**src/design/lfs_pkg.sv**
```systemverilog
// ----------------------------------------------------------------------------
// lfs_pkg
// Shared types, register map and phase codes for the line follow sequencer.
// ----------------------------------------------------------------------------
package lfs_pkg;

	// Configuration port geometry.
	localparam int unsigned CfgAddrWidth = 5;
	localparam int unsigned CfgDataWidth = 32;

	// Register indexes (byte address is four times the index).
	localparam logic [2:0] REG_THRESHOLD_LEFT  = 3'd0;
	localparam logic [2:0] REG_THRESHOLD_RIGHT = 3'd1;
	localparam logic [2:0] REG_LEFT_FWD_SET    = 3'd2;
	localparam logic [2:0] REG_RIGHT_FWD_SET   = 3'd3;
	localparam logic [2:0] REG_LEFT_REV_SET    = 3'd4;
	localparam logic [2:0] REG_RIGHT_REV_SET   = 3'd5;
	localparam logic [2:0] REG_SEEK_AT_START   = 3'd6;
	localparam logic [2:0] REG_SPIN_LIMIT      = 3'd7;

	localparam logic [15:0] SPIN_LIMIT_RESET = 16'd500;

	// Brake duration in ticks.
	localparam logic [7:0] BRAKE_TICKS = 8'd1;

	// Phase codes.
	localparam logic [3:0] PH_SEEK    = 4'd0;
	localparam logic [3:0] PH_RCHECK  = 4'd1;
	localparam logic [3:0] PH_RPIVOT  = 4'd2;
	localparam logic [3:0] PH_RBRAKE  = 4'd3;
	localparam logic [3:0] PH_RSPIN   = 4'd4;
	localparam logic [3:0] PH_LCHECK  = 4'd5;
	localparam logic [3:0] PH_LPIVOT  = 4'd6;
	localparam logic [3:0] PH_LBRAKE  = 4'd7;
	localparam logic [3:0] PH_LSPIN   = 4'd8;
	localparam logic [3:0] PH_FORWARD = 4'd9;

	// Wheel enable bit positions.
	localparam int unsigned EN_LF = 0;
	localparam int unsigned EN_LR = 1;
	localparam int unsigned EN_RF = 2;
	localparam int unsigned EN_RR = 3;

	// Reciprocal of three for a 16-bit dividend: q = (x * RECIP3) >> 17.
	localparam logic [16:0] RECIP3 = 17'h0AAAB;

	typedef struct packed {
		logic [9:0] left_sample;
		logic [9:0] right_sample;
		logic       tick;
	} in_item_t;

	typedef struct packed {
		logic [15:0] left_fwd_duty;
		logic [15:0] left_rev_duty;
		logic [15:0] right_fwd_duty;
		logic [15:0] right_rev_duty;
		logic [3:0]  phase_code;
	} out_item_t;

	typedef struct packed {
		logic [9:0]  threshold_left;
		logic [9:0]  threshold_right;
		logic [15:0] left_forward_duty_set;
		logic [15:0] right_forward_duty_set;
		logic [15:0] left_reverse_duty_set;
		logic [15:0] right_reverse_duty_set;
		logic        seek_at_start;
		logic [15:0] spin_limit;
	} cfg_t;

endpackage

```
**src/design/lfs_regs.sv**
```systemverilog
// ----------------------------------------------------------------------------
// lfs_regs
// APB-style configuration register file for the line follow sequencer.
// ----------------------------------------------------------------------------
module lfs_regs (
	input  logic                               clk,
	input  logic                               arst_n,
	input  logic                               psel,
	input  logic                               penable,
	input  logic                               pwrite,
	input  logic [lfs_pkg::CfgAddrWidth-1:0]   paddr,
	input  logic [lfs_pkg::CfgDataWidth-1:0]   pwdata,
	output logic [lfs_pkg::CfgDataWidth-1:0]   prdata,
	output logic                               pready,
	output lfs_pkg::cfg_t                      cfg
);
	import lfs_pkg::*;

	logic       wr_en;
	logic [2:0] reg_idx;
	cfg_t       cfg_q;

	// The port never inserts wait states.
	assign pready  = 1'b1;
	assign wr_en   = psel & penable & pwrite;
	assign reg_idx = paddr[4:2];

	// Register writes on the access phase.
	always_ff @(posedge clk or negedge arst_n) begin
		if (!arst_n) begin
			cfg_q.threshold_left         <= '0;
			cfg_q.threshold_right        <= '0;
			cfg_q.left_forward_duty_set  <= '0;
			cfg_q.right_forward_duty_set <= '0;
			cfg_q.left_reverse_duty_set  <= '0;
			cfg_q.right_reverse_duty_set <= '0;
			cfg_q.seek_at_start          <= 1'b0;
			cfg_q.spin_limit             <= SPIN_LIMIT_RESET;
		end else if (wr_en) begin
			case (reg_idx)
				REG_THRESHOLD_LEFT:  cfg_q.threshold_left         <= pwdata[9:0];
				REG_THRESHOLD_RIGHT: cfg_q.threshold_right        <= pwdata[9:0];
				REG_LEFT_FWD_SET:    cfg_q.left_forward_duty_set  <= pwdata[15:0];
				REG_RIGHT_FWD_SET:   cfg_q.right_forward_duty_set <= pwdata[15:0];
				REG_LEFT_REV_SET:    cfg_q.left_reverse_duty_set  <= pwdata[15:0];
				REG_RIGHT_REV_SET:   cfg_q.right_reverse_duty_set <= pwdata[15:0];
				REG_SEEK_AT_START:   cfg_q.seek_at_start          <= pwdata[0];
				REG_SPIN_LIMIT:      cfg_q.spin_limit             <= pwdata[15:0];
				default: ;
			endcase
		end
	end

	// Read-back multiplexer.
	always_comb begin
		case (reg_idx)
			REG_THRESHOLD_LEFT:  prdata = {22'd0, cfg_q.threshold_left};
			REG_THRESHOLD_RIGHT: prdata = {22'd0, cfg_q.threshold_right};
			REG_LEFT_FWD_SET:    prdata = {16'd0, cfg_q.left_forward_duty_set};
			REG_RIGHT_FWD_SET:   prdata = {16'd0, cfg_q.right_forward_duty_set};
			REG_LEFT_REV_SET:    prdata = {16'd0, cfg_q.left_reverse_duty_set};
			REG_RIGHT_REV_SET:   prdata = {16'd0, cfg_q.right_reverse_duty_set};
			REG_SEEK_AT_START:   prdata = {31'd0, cfg_q.seek_at_start};
			REG_SPIN_LIMIT:      prdata = {16'd0, cfg_q.spin_limit};
			default:             prdata = '0;
		endcase
	end

	assign cfg = cfg_q;

endmodule

```
**src/design/lfs_core.sv**
```systemverilog
// ----------------------------------------------------------------------------
// lfs_core
// Sequencer state and the combinational phase step for one sensor sample.
// ----------------------------------------------------------------------------
module lfs_core (
	input  logic               clk,
	input  logic               arst_n,
	input  logic               step,
	input  lfs_pkg::in_item_t  item,
	input  lfs_pkg::cfg_t      cfg,
	output lfs_pkg::out_item_t result
);
	import lfs_pkg::*;

	// Architectural state.
	logic [3:0]  phase_q;
	logic        first_pass_q;
	logic        rcor_q;
	logic        lcor_q;
	logic [15:0] elapsed_q;
	logic [15:0] target_q;
	logic [7:0]  brake_q;
	logic [3:0]  en_q;

	// Next-state values.
	logic [3:0]  phase_d;
	logic        first_pass_d;
	logic        rcor_d;
	logic        lcor_d;
	logic [15:0] elapsed_d;
	logic [15:0] target_d;
	logic [7:0]  brake_d;
	logic [3:0]  en_d;

	logic        on_l;
	logic        on_r;
	logic        in_brake;
	logic [15:0] elapsed_t;
	logic [7:0]  brake_t;
	logic [32:0] div_prod;
	logic [15:0] third;
	logic        spin_go;

	assign on_l     = item.left_sample >= cfg.threshold_left;
	assign on_r     = item.right_sample >= cfg.threshold_right;
	assign in_brake = (phase_q == PH_RBRAKE) || (phase_q == PH_LBRAKE);

	// Saturating tick counters, advanced before the phase decision.
	assign elapsed_t = (item.tick && (elapsed_q != 16'hFFFF)) ? elapsed_q + 16'd1 : elapsed_q;
	assign brake_t   = (item.tick && in_brake && (brake_q != 8'hFF)) ? brake_q + 8'd1 : brake_q;

	// Elapsed ticks divided by three through a reciprocal multiply.
	assign div_prod = {17'd0, elapsed_t} * {16'd0, RECIP3};
	assign third    = div_prod[32:17];

	// Counter-spin keeps going while below the target and within the limit.
	assign spin_go = (elapsed_t < target_q) && (elapsed_t <= cfg.spin_limit);

	// Phase transition for one sample.
	always_comb begin
		phase_d      = phase_q;
		first_pass_d = first_pass_q;
		rcor_d       = rcor_q;
		lcor_d       = lcor_q;
		elapsed_d    = elapsed_t;
		target_d     = target_q;
		brake_d      = brake_t;
		en_d         = en_q;
		case (phase_q)
			PH_SEEK: begin
				if (on_l || on_r) begin
					en_d[EN_LF] = 1'b0;
					en_d[EN_RF] = 1'b0;
					elapsed_d   = '0;
					phase_d     = PH_RCHECK;
				end
			end
			PH_RPIVOT: begin
				if (on_r) begin
					en_d[EN_RF] = 1'b0;
					en_d[EN_RR] = 1'b1;
					brake_d     = '0;
					phase_d     = PH_RBRAKE;
				end
			end
			PH_RBRAKE: begin
				if (brake_t >= BRAKE_TICKS) begin
					en_d[EN_RR] = 1'b0;
					rcor_d      = 1'b1;
					phase_d     = PH_RCHECK;
				end
			end
			PH_RSPIN: begin
				if (!spin_go) begin
					en_d[EN_RR] = 1'b0;
					en_d[EN_LF] = 1'b0;
					elapsed_d   = '0;
					phase_d     = PH_LCHECK;
				end
			end
			PH_LCHECK: begin
				if (!on_l) begin
					en_d[EN_RF] = 1'b0;
					en_d[EN_LF] = 1'b1;
					phase_d     = PH_LPIVOT;
				end else begin
					target_d = third;
					if (lcor_q) begin
						en_d[EN_RF] = 1'b1;
						en_d[EN_LR] = 1'b1;
						elapsed_d   = '0;
						phase_d     = PH_LSPIN;
					end else begin
						phase_d = PH_FORWARD;
					end
				end
			end
			PH_LPIVOT: begin
				if (on_l) begin
					en_d[EN_LF] = 1'b0;
					en_d[EN_LR] = 1'b1;
					brake_d     = '0;
					phase_d     = PH_LBRAKE;
				end
			end
			PH_LBRAKE: begin
				if (brake_t >= BRAKE_TICKS) begin
					en_d[EN_LR] = 1'b0;
					lcor_d      = 1'b1;
					phase_d     = PH_LCHECK;
				end
			end
			PH_LSPIN: begin
				if (!spin_go) begin
					en_d[EN_LR] = 1'b0;
					en_d[EN_RF] = 1'b0;
					phase_d     = PH_FORWARD;
				end
			end
			PH_FORWARD: begin
				if (on_l && on_r) begin
					en_d[EN_LF] = 1'b1;
					en_d[EN_RF] = 1'b1;
				end else begin
					elapsed_d = '0;
					rcor_d    = 1'b0;
					lcor_d    = 1'b0;
					phase_d   = PH_RCHECK;
				end
			end
			default: begin
				// Right check; unused codes behave the same way.
				if (first_pass_q && cfg.seek_at_start) begin
					first_pass_d = 1'b0;
					en_d[EN_LF]  = 1'b1;
					en_d[EN_RF]  = 1'b1;
					phase_d      = PH_SEEK;
				end else begin
					first_pass_d = 1'b0;
					if (!on_r) begin
						en_d[EN_LF] = 1'b0;
						en_d[EN_RF] = 1'b1;
						phase_d     = PH_RPIVOT;
					end else begin
						target_d  = third;
						elapsed_d = '0;
						if (rcor_q) begin
							en_d[EN_LF] = 1'b1;
							en_d[EN_RR] = 1'b1;
							phase_d     = PH_RSPIN;
						end else begin
							phase_d = PH_LCHECK;
						end
					end
				end
			end
		endcase
	end

	// State update once per accepted sample.
	always_ff @(posedge clk or negedge arst_n) begin
		if (!arst_n) begin
			phase_q      <= PH_RCHECK;
			first_pass_q <= 1'b1;
			rcor_q       <= 1'b0;
			lcor_q       <= 1'b0;
			elapsed_q    <= '0;
			target_q     <= '0;
			brake_q      <= '0;
			en_q         <= '0;
		end else if (step) begin
			phase_q      <= phase_d;
			first_pass_q <= first_pass_d;
			rcor_q       <= rcor_d;
			lcor_q       <= lcor_d;
			elapsed_q    <= elapsed_d;
			target_q     <= target_d;
			brake_q      <= brake_d;
			en_q         <= en_d;
		end
	end

	// Duty outputs: a direction drives only when its opposite is off.
	always_comb begin
		result.left_fwd_duty  = (en_d[EN_LF] && !en_d[EN_LR]) ? cfg.left_forward_duty_set  : '0;
		result.left_rev_duty  = (en_d[EN_LR] && !en_d[EN_LF]) ? cfg.left_reverse_duty_set  : '0;
		result.right_fwd_duty = (en_d[EN_RF] && !en_d[EN_RR]) ? cfg.right_forward_duty_set : '0;
		result.right_rev_duty = (en_d[EN_RR] && !en_d[EN_RF]) ? cfg.right_reverse_duty_set : '0;
		result.phase_code     = phase_d;
	end

endmodule

```
**src/design/line_follow_sequencer.sv**
```systemverilog
// ----------------------------------------------------------------------------
// line_follow_sequencer
// Line-following wheel sequencer: sensor samples in, four wheel duties out.
// ----------------------------------------------------------------------------
// Usage:
// Each input beat carries a left and right line-sensor sample and a tick
// flag; each beat produces exactly one output beat with the four wheel PWM
// compare values and the phase code after the step.
// The input beat is captured in an input register, the phase step runs in
// combinational logic, and the result lands in an output register. One beat
// is accepted every cycle while in_stall is low; the rate is set by the
// state update loop in the core.
// When the receiver stalls, the output register holds its beat and the
// input register keeps one more; in_stall rises only when both are full.
// Reset clears the sequencer to the right check phase with the first-pass
// flag set and all wheels off; configuration registers take their defaults
// (spin limit 500, all others zero). The user must write registers through
// the APB port only while no beats are in flight; the block does not check.
// ----------------------------------------------------------------------------
module line_follow_sequencer (
	input  logic                              clk,
	input  logic                              arst_n,
	input  logic                              in_valid,
	output logic                              in_stall,
	input  lfs_pkg::in_item_t                 in_data,
	output logic                              out_valid,
	input  logic                              out_stall,
	output lfs_pkg::out_item_t                out_data,
	input  logic                              psel,
	input  logic                              penable,
	input  logic                              pwrite,
	input  logic [lfs_pkg::CfgAddrWidth-1:0]  paddr,
	input  logic [lfs_pkg::CfgDataWidth-1:0]  pwdata,
	output logic [lfs_pkg::CfgDataWidth-1:0]  prdata,
	output logic                              pready
);
	import lfs_pkg::*;

	cfg_t      cfg;
	in_item_t  item_s1;
	logic      valid_s1;
	out_item_t result;
	out_item_t result_s2;
	logic      valid_s2;
	logic      out_free;
	logic      step;

	// Configuration registers.
	lfs_regs u_regs (
		.clk     (clk),
		.arst_n  (arst_n),
		.psel    (psel),
		.penable (penable),
		.pwrite  (pwrite),
		.paddr   (paddr),
		.pwdata  (pwdata),
		.prdata  (prdata),
		.pready  (pready),
		.cfg     (cfg)
	);

	// Flow control: the step fires when the output register can take a beat.
	assign out_free = !valid_s2 || !out_stall;
	assign step     = valid_s1 && out_free;
	assign in_stall = valid_s1 && !out_free;

	// Input register.
	always_ff @(posedge clk or negedge arst_n) begin
		if (!arst_n) begin
			valid_s1 <= 1'b0;
		end else if (!in_stall) begin
			valid_s1 <= in_valid;
		end
	end

	always_ff @(posedge clk) begin
		if (!in_stall && in_valid) begin
			item_s1 <= in_data;
		end
	end

	// Sequencer state and phase step.
	lfs_core u_core (
		.clk    (clk),
		.arst_n (arst_n),
		.step   (step),
		.item   (item_s1),
		.cfg    (cfg),
		.result (result)
	);

	// Output register.
	always_ff @(posedge clk or negedge arst_n) begin
		if (!arst_n) begin
			valid_s2 <= 1'b0;
		end else if (out_free) begin
			valid_s2 <= valid_s1;
		end
	end

	always_ff @(posedge clk) begin
		if (step) begin
			result_s2 <= result;
		end
	end

	assign out_valid = valid_s2;
	assign out_data  = result_s2;

endmodule

```
**config.mk**
```make
export PLATFORM = sky130hd
export DESIGN_NAME = line_follow_sequencer
export DESIGN_NICKNAME = d
export VERILOG_FILES = /design/src/design/lfs_pkg.sv /design/src/design/lfs_regs.sv /design/src/design/lfs_core.sv /design/src/design/line_follow_sequencer.sv
export SDC_FILE = /design/constraint.sdc
export NUM_CORES = 1
export LEC_CHECK = 0
export BUFFER_PORTS_ARGS = -buffer_cell sky130_fd_sc_hd__buf_2
export CAP_MARGIN = 10
export CORE_MARGIN = 2
export CORE_UTILIZATION = 55
export CTS_BUF_LIST = sky130_fd_sc_hd__clkbuf_16
export DETAILED_ROUTE_END_ITERATION = 8
export PLACE_DENSITY = 0.85
export SLEW_MARGIN = 20
export SYNTH_ARGS = -nofsm -noshare
export SYNTH_HDL_FRONTEND = slang
export SYNTH_HIERARCHICAL = 1
export SYNTH_SLANG_ARGS = --single-unit
```
**constraint.sdc**
```tcl
create_clock -name clk -period 8.61 [get_ports clk]
set_input_delay 0.861 -clock clk [delete_from_list [all_inputs] [get_ports clk]]
set_output_delay 0.861 -clock clk [all_outputs]
set_load 0.005 [all_outputs]
```
; ---- Word-level counts from Yosys, hierarchy flattened
; Cells that the tools add are included.
[totals]
ff_bits = 243
input_bits = 65
out_inout_bits = 103
wordCells = 170
[op_classes]
addsub = 2
mul = 1
magnitude_cmp = 5
eq_ne = 22
n_mux = 63
n_bitwise = 4
reduce_logical = 47
[op_table]
columns = cell, count
row1 = one-hot mux 32 bit (8 select lines), 1
row2 = two-way mux 16 bit, 11
row3 = one-hot mux 16 bit (5 select lines), 1
row4 = two-way mux 4 bit, 10
row5 = one-hot mux 4 bit (9 select lines), 1
row6 = multiplier 16 x 16 -> 32 bit (second input constant), 1
row7 = one-hot mux 16 bit (2 select lines), 1
row8 = two-way mux 8 bit, 3
row9 = two-way mux 1 bit, 23
row10 = greater-or-equal comparator 10 bit, 2
row11 = AND reduction 2 bit, 9
row12 = adder 16 x 1 -> 16 bit (second input constant), 1
row13 = equality test 4 x 3 -> 1 bit (second input constant), 4
row14 = <= comparator 16 bit, 1
row15 = less-than comparator 16 bit, 1
row16 = != test 16 bit (second input constant), 1
row17 = one-hot mux 8 bit (2 select lines), 1
row18 = logical AND 1 bit, 13
row19 = equality test 3 bit (second input constant), 4
row20 = one-hot mux 1 bit (6 select lines), 2
row21 = OR reduction 9 bit, 1
row22 = adder 8 x 1 -> 8 bit (second input constant), 1
row23 = equality test 4 x 2 -> 1 bit (second input constant), 2
row24 = equality test 4 bit (second input constant), 2
row25 = other kinds (23), 47

; ---- Longest topological paths before layout
[depth]
depth_word = 10
mapped_depth = 30
mapped_depth_nobuf = 29

; ---- By module
; Netlist, hierarchy kept.
[modules_own_cells]
columns = module, n_inst, cells_each, area_per_inst_um2, seq_area_each_um2
row1 = lfs_core, 1, 1163, 9710.6, 1253.7
row2 = lfs_regs, 1, 360, 4869.7, 2534.9
row3 = line_follow_sequencer, 1, 97, 2765.2, 2722.6

; ---- Worst setup path after synthesis
; OpenSTA, ideal clock, no wires.
[synth_path]
path_kind = reg-to-reg
from = register u_core.elapsed_q[13]
to = register u_core.target_q[14]
setup_ns = 0.069
arrival_time_ns = 7.344
required_ns = 8.541
slack_ns = 1.197
stages_incl_launch_ff = 27
path_buffers = 1
period_less_slack_ns = 7.413
cell_sequence = dfrtp_1 > buf_2 > nand3_2 > or4_4 > o21ai_1 > mux2i_1 > inv_1 > ha_1 > xor2_1 > ha_1 > fa_1 > fa_1 > fa_1 > inv_1 > fa_1 > inv_1 > ha_1 > a21oi_1 > o21bai_1 > a21o_1 > a31oi_1 > a311oi_1 > o2111a_1 > nor3_1 > a31oi_1 > or4b_1 > nand3_1
[synth_between]
elab_chain_cells = 7
word_cells_on_any_way = 9
cone_classes = add/sub (1) / mul (1) / eq/ne (1) / mux (5) / reduce/logical (1)
[synth_rtl]
columns = element, line
row1 = "start, declared", lfs_core.sv:20  ; logic [15:0] elapsed_q;
row2 = "start signal, assigned", lfs_core.sv:196  ; elapsed_q <= elapsed_d;
row3 = "parallel branches: the longest is 2 deep, another holds adder 16 x 1 -> 16 bit", -
row4 = two-way mux 16 bit *, lfs_core.sv:49  ; assign elapsed_t = (item.tick && (elapsed_q != 16'hFFFF)) ? elapsed_q + 16'd1 : elapsed_q;
row5 = multiplier 16 x 16 -> 32 bit *, lfs_core.sv:53  ; assign div_prod = {17'd0, elapsed_t} * {16'd0, RECIP3};
row6 = two-way mux 16 bit, lfs_core.sv:160  ; if (!on_r) begin
row7 = two-way mux 16 bit, lfs_core.sv:153  ; if (first_pass_q && cfg.seek_at_start) begin
row8 = one-hot mux 16 bit (2 select lines) *, lfs_core.sv:69  ; case (phase_q)
row9 = "end signal, assigned", lfs_core.sv:197  ; target_q <= target_d;
row10 = "end, declared", lfs_core.sv:21  ; logic [15:0] target_q;
; Mark *: on every way between the ends. The select of a mux whose other input is x is not followed.
; A chain may end at the register's enable or synchronous reset.

; ---- Worst setup path in the final report
[layout_path]
from = register u_core.elapsed_q[3]
to = register u_core.target_q[13]
; The elaborated chain is that of the path after synthesis.

==> results.md <==
- Worst slew pin tran: 1.05 ns
- Fin Hold WS: 0.364 ns
- Row cnt: 65
- Final Hold Viols: 0
- Routed len/inst: 20.8 um
- CTS Buffer Depth: 3
- Synthesized cell area: 17,300 sq um
- Final non-filler cell total: 2,170
- Post-Synthesis Cells: 1,620
- Final-layout fill cell count: 2,407
- Die area: 33,000 sq um
- Max Cap Viol: 0
- GP Congestion: 0.984
- EDFF count, synth: 89
- Crit path launch: u_core/elapsed_q[3]
- Largest net degree at the start of global routing: 78
- CTS clk-pin slew, worst paths: 0.06 ns
- Root Buffer: clkbuf_16
- Critical-path maximum fanout: 9
- Clock skew: 0.0137 ns
- Avg Cell Area, Syn: 10.7 sq um
- Slew headroom: 0.299
- Pwr/cell area: 224 nW/um^2
- Area grow syn2layout: 10.6%
- Clk_lat worst skew: 0.52 ns
- CP delay by family, top: adder cells
- Worst Setup Path Type: register to register
- FMAX: 120 MHz
- Die Wd: 182 um
- Pwr Total: 4300 uW
- Vias: 13,202
- Synth warn: 6
- CTS tree: done
- Share of cells above drive strength 1: 0.203
- Delay of the slowest critical-path stage: 0.55 ns
- CTS Buf Count: 24
- Worst vdd ir: 0.154 mV
- RSZ-0062 raised after global routing: no
- Initial antenna violation count: 1
- IO buf count: 132
- CP Buf/Inv Count: 3
- # setup viols final: 0
- IO Pins: 168
- Setup TNS: 0 ns
- DRC viols: 0
- Area of the multi-input gates: 9650 sq um
- R2r startpoint: u_core/elapsed_q[3]
- CP most frequent cell: fa_1
- Final nets: 2,056
- Ys async rst share: 0.632
- Pleak: 0.00946 uW
- CP Data Required Time: 8.99 ns
- Place WS: 0.552 ns
- Count of cell types in the netlist: 88
- Die Y: 182 um
- ANT nets after route: 0
- Worst setup margin: 0.310 ns
- Total Routing Usage GR: 0.276
- Final Max Slew Viols: 0
- Overflow left after global routing: 0
- Synth Register Bits: 242
- Core box area: 31,300 sq um
- DRT iter0 DRCs: 1,482
- Vias per Instance: 6.08
- Vias in the first global route: 13,369
- Commonest non-fill, non-tap cell in the layout: inv_1
- # hold bufs at CTS: 0
- Starting density of the core: 0.554
- Synth Flop Type: dfrtp_1
- Drt pass-1 iters: 5
- Crit path arrival time: 8.68 ns
- Critical Path Source Type: register
- Register area: 6510 sq um
- First-pass GRT wire length: 71,700 um
- Status: complete, no violations
- Commonest cells after routing, fill and taps aside: 234 x inv_1, 167 x ha_1, 145 x dfrtp_1, 131 x buf_2, 99 x mux2_2
- H-tree levels: 1
- # placed instances: 2,125
- DRT Wirelength: 45,200 um
- Final min period: 8.30 ns
- Post-synthesis sequential area ratio: 0.375
- Sink Count: 242
- Fraction of the cycle the final worst path needs: 0.964
- Crit path capture type: register
- Slowest cell on crit path: fa_1
- Min-delay worst type: input pin to async pin
- Placed wire-length estimate: 33,600 um
stage by stage:
stage                     instance area (sq um)   util
after detailed placement                  18400  0.587
after global placement                    18400  0.587
after global routing                      19200  0.613
final                                     19200  0.613
after CTS                                 19200  0.612
after floorplan                           17400      -
final timing paths:
kind	endpoint	slack, ns	cells past startpoint
max in group asynchronous	u_regs/cfg[20]	6.75	2
min reg2reg	u_core/target_q[1]	0.49	2
min	valid_s1	0.36	1
min in group clk	u_core/target_q[1]	0.49	2
max reg2reg	u_core/target_q[13]	0.31	26
max	u_core/target_q[13]	0.31	26
final cells by class:
| cell class | count | share of cell area |
|---|---|---|
| Antenna cell | 1 | 0.000130 |
| Timing Repair Buffer | 161 | 0.0461 |
| Tap cell | 402 | 0.0262 |
| Clock buffer | 25 | 0.0326 |
| Inverter | 226 | 0.0442 |
| Sequential cell | 242 | 0.339 |
| Clock inverter | 19 | 0.00841 |
| Multi-Input combinational cell | 1094 | 0.503 |
synth_stat cells (all sizes together), types with 9 or more instances:
| cell | instances | share of area |
|---|---|---|
| a21o | 21 | 0.0092 |
| buf | 45 | 0.018 |
| a22o | 10 | 0.0050 |
| dfrtp | 145 | 0.21 |
| fa | 75 | 0.087 |
| o22ai | 10 | 0.0047 |
| nand2 | 85 | 0.018 |
| nand4 | 12 | 0.0052 |
| xnor2 | 25 | 0.013 |
| mux2i | 21 | 0.012 |
| ha | 167 | 0.12 |
| xor2 | 22 | 0.011 |
| inv | 226 | 0.049 |
| o21ai | 72 | 0.021 |
| nor3 | 15 | 0.0056 |
| o2bb2ai | 12 | 0.0061 |
| nand2b | 13 | 0.0047 |
| a31oi | 15 | 0.0054 |
| nand3 | 33 | 0.011 |
| a21oi | 63 | 0.019 |
| nor2 | 73 | 0.016 |
| edfxtp | 89 | 0.15 |
| mux2 | 109 | 0.073 |
| a211oi | 9 | 0.0039 |
| clkbuf | 28 | 0.0061 |
| and3 | 36 | 0.013 |
| and2 | 56 | 0.020 |
state kept, by name (all words and copies together), names as in the netlist, 4 cells and up:
signal            flops
u_core/elapsed_q     16
u_core/target_q      15
item_s1              21
out_data             68
u_core/en_q           4
u_core/brake_q        8
u_regs/cfg          101
u_core/phase_q        4
cells by family after synthesis:
kind of cell / after synthesis / synth area share
flops: 242 / 0.375
mux: 136 / 0.0928
other cells: 2 / 0.000433
simple gates: 361 / 0.112
xor+xnor: 47 / 0.0237
fa+ha+maj: 242 / 0.207
compound gates: 291 / 0.116
buf+inv: 299 / 0.0729
metal layers:
layer	track usage	wire length, um
met1	0.371	18200
met2	0.462	21700
met3	0.0481	4000
met4	0.0767	1260
met5	0	0
power breakdown:
part	switching [uW]	internal, uW	leakage, uW
Sequential	175	1430	0.00285
Clock	439	614	0.000424
Combinational	997	646	0.00619
Total	1610	2690	0.00946
timing repair:
action,4_1_cts,5_1_grt
setup buffers,0,0
resized for setup,0,1
setup endpoints to repair,0,2
(Power assumes the default switching activity.)
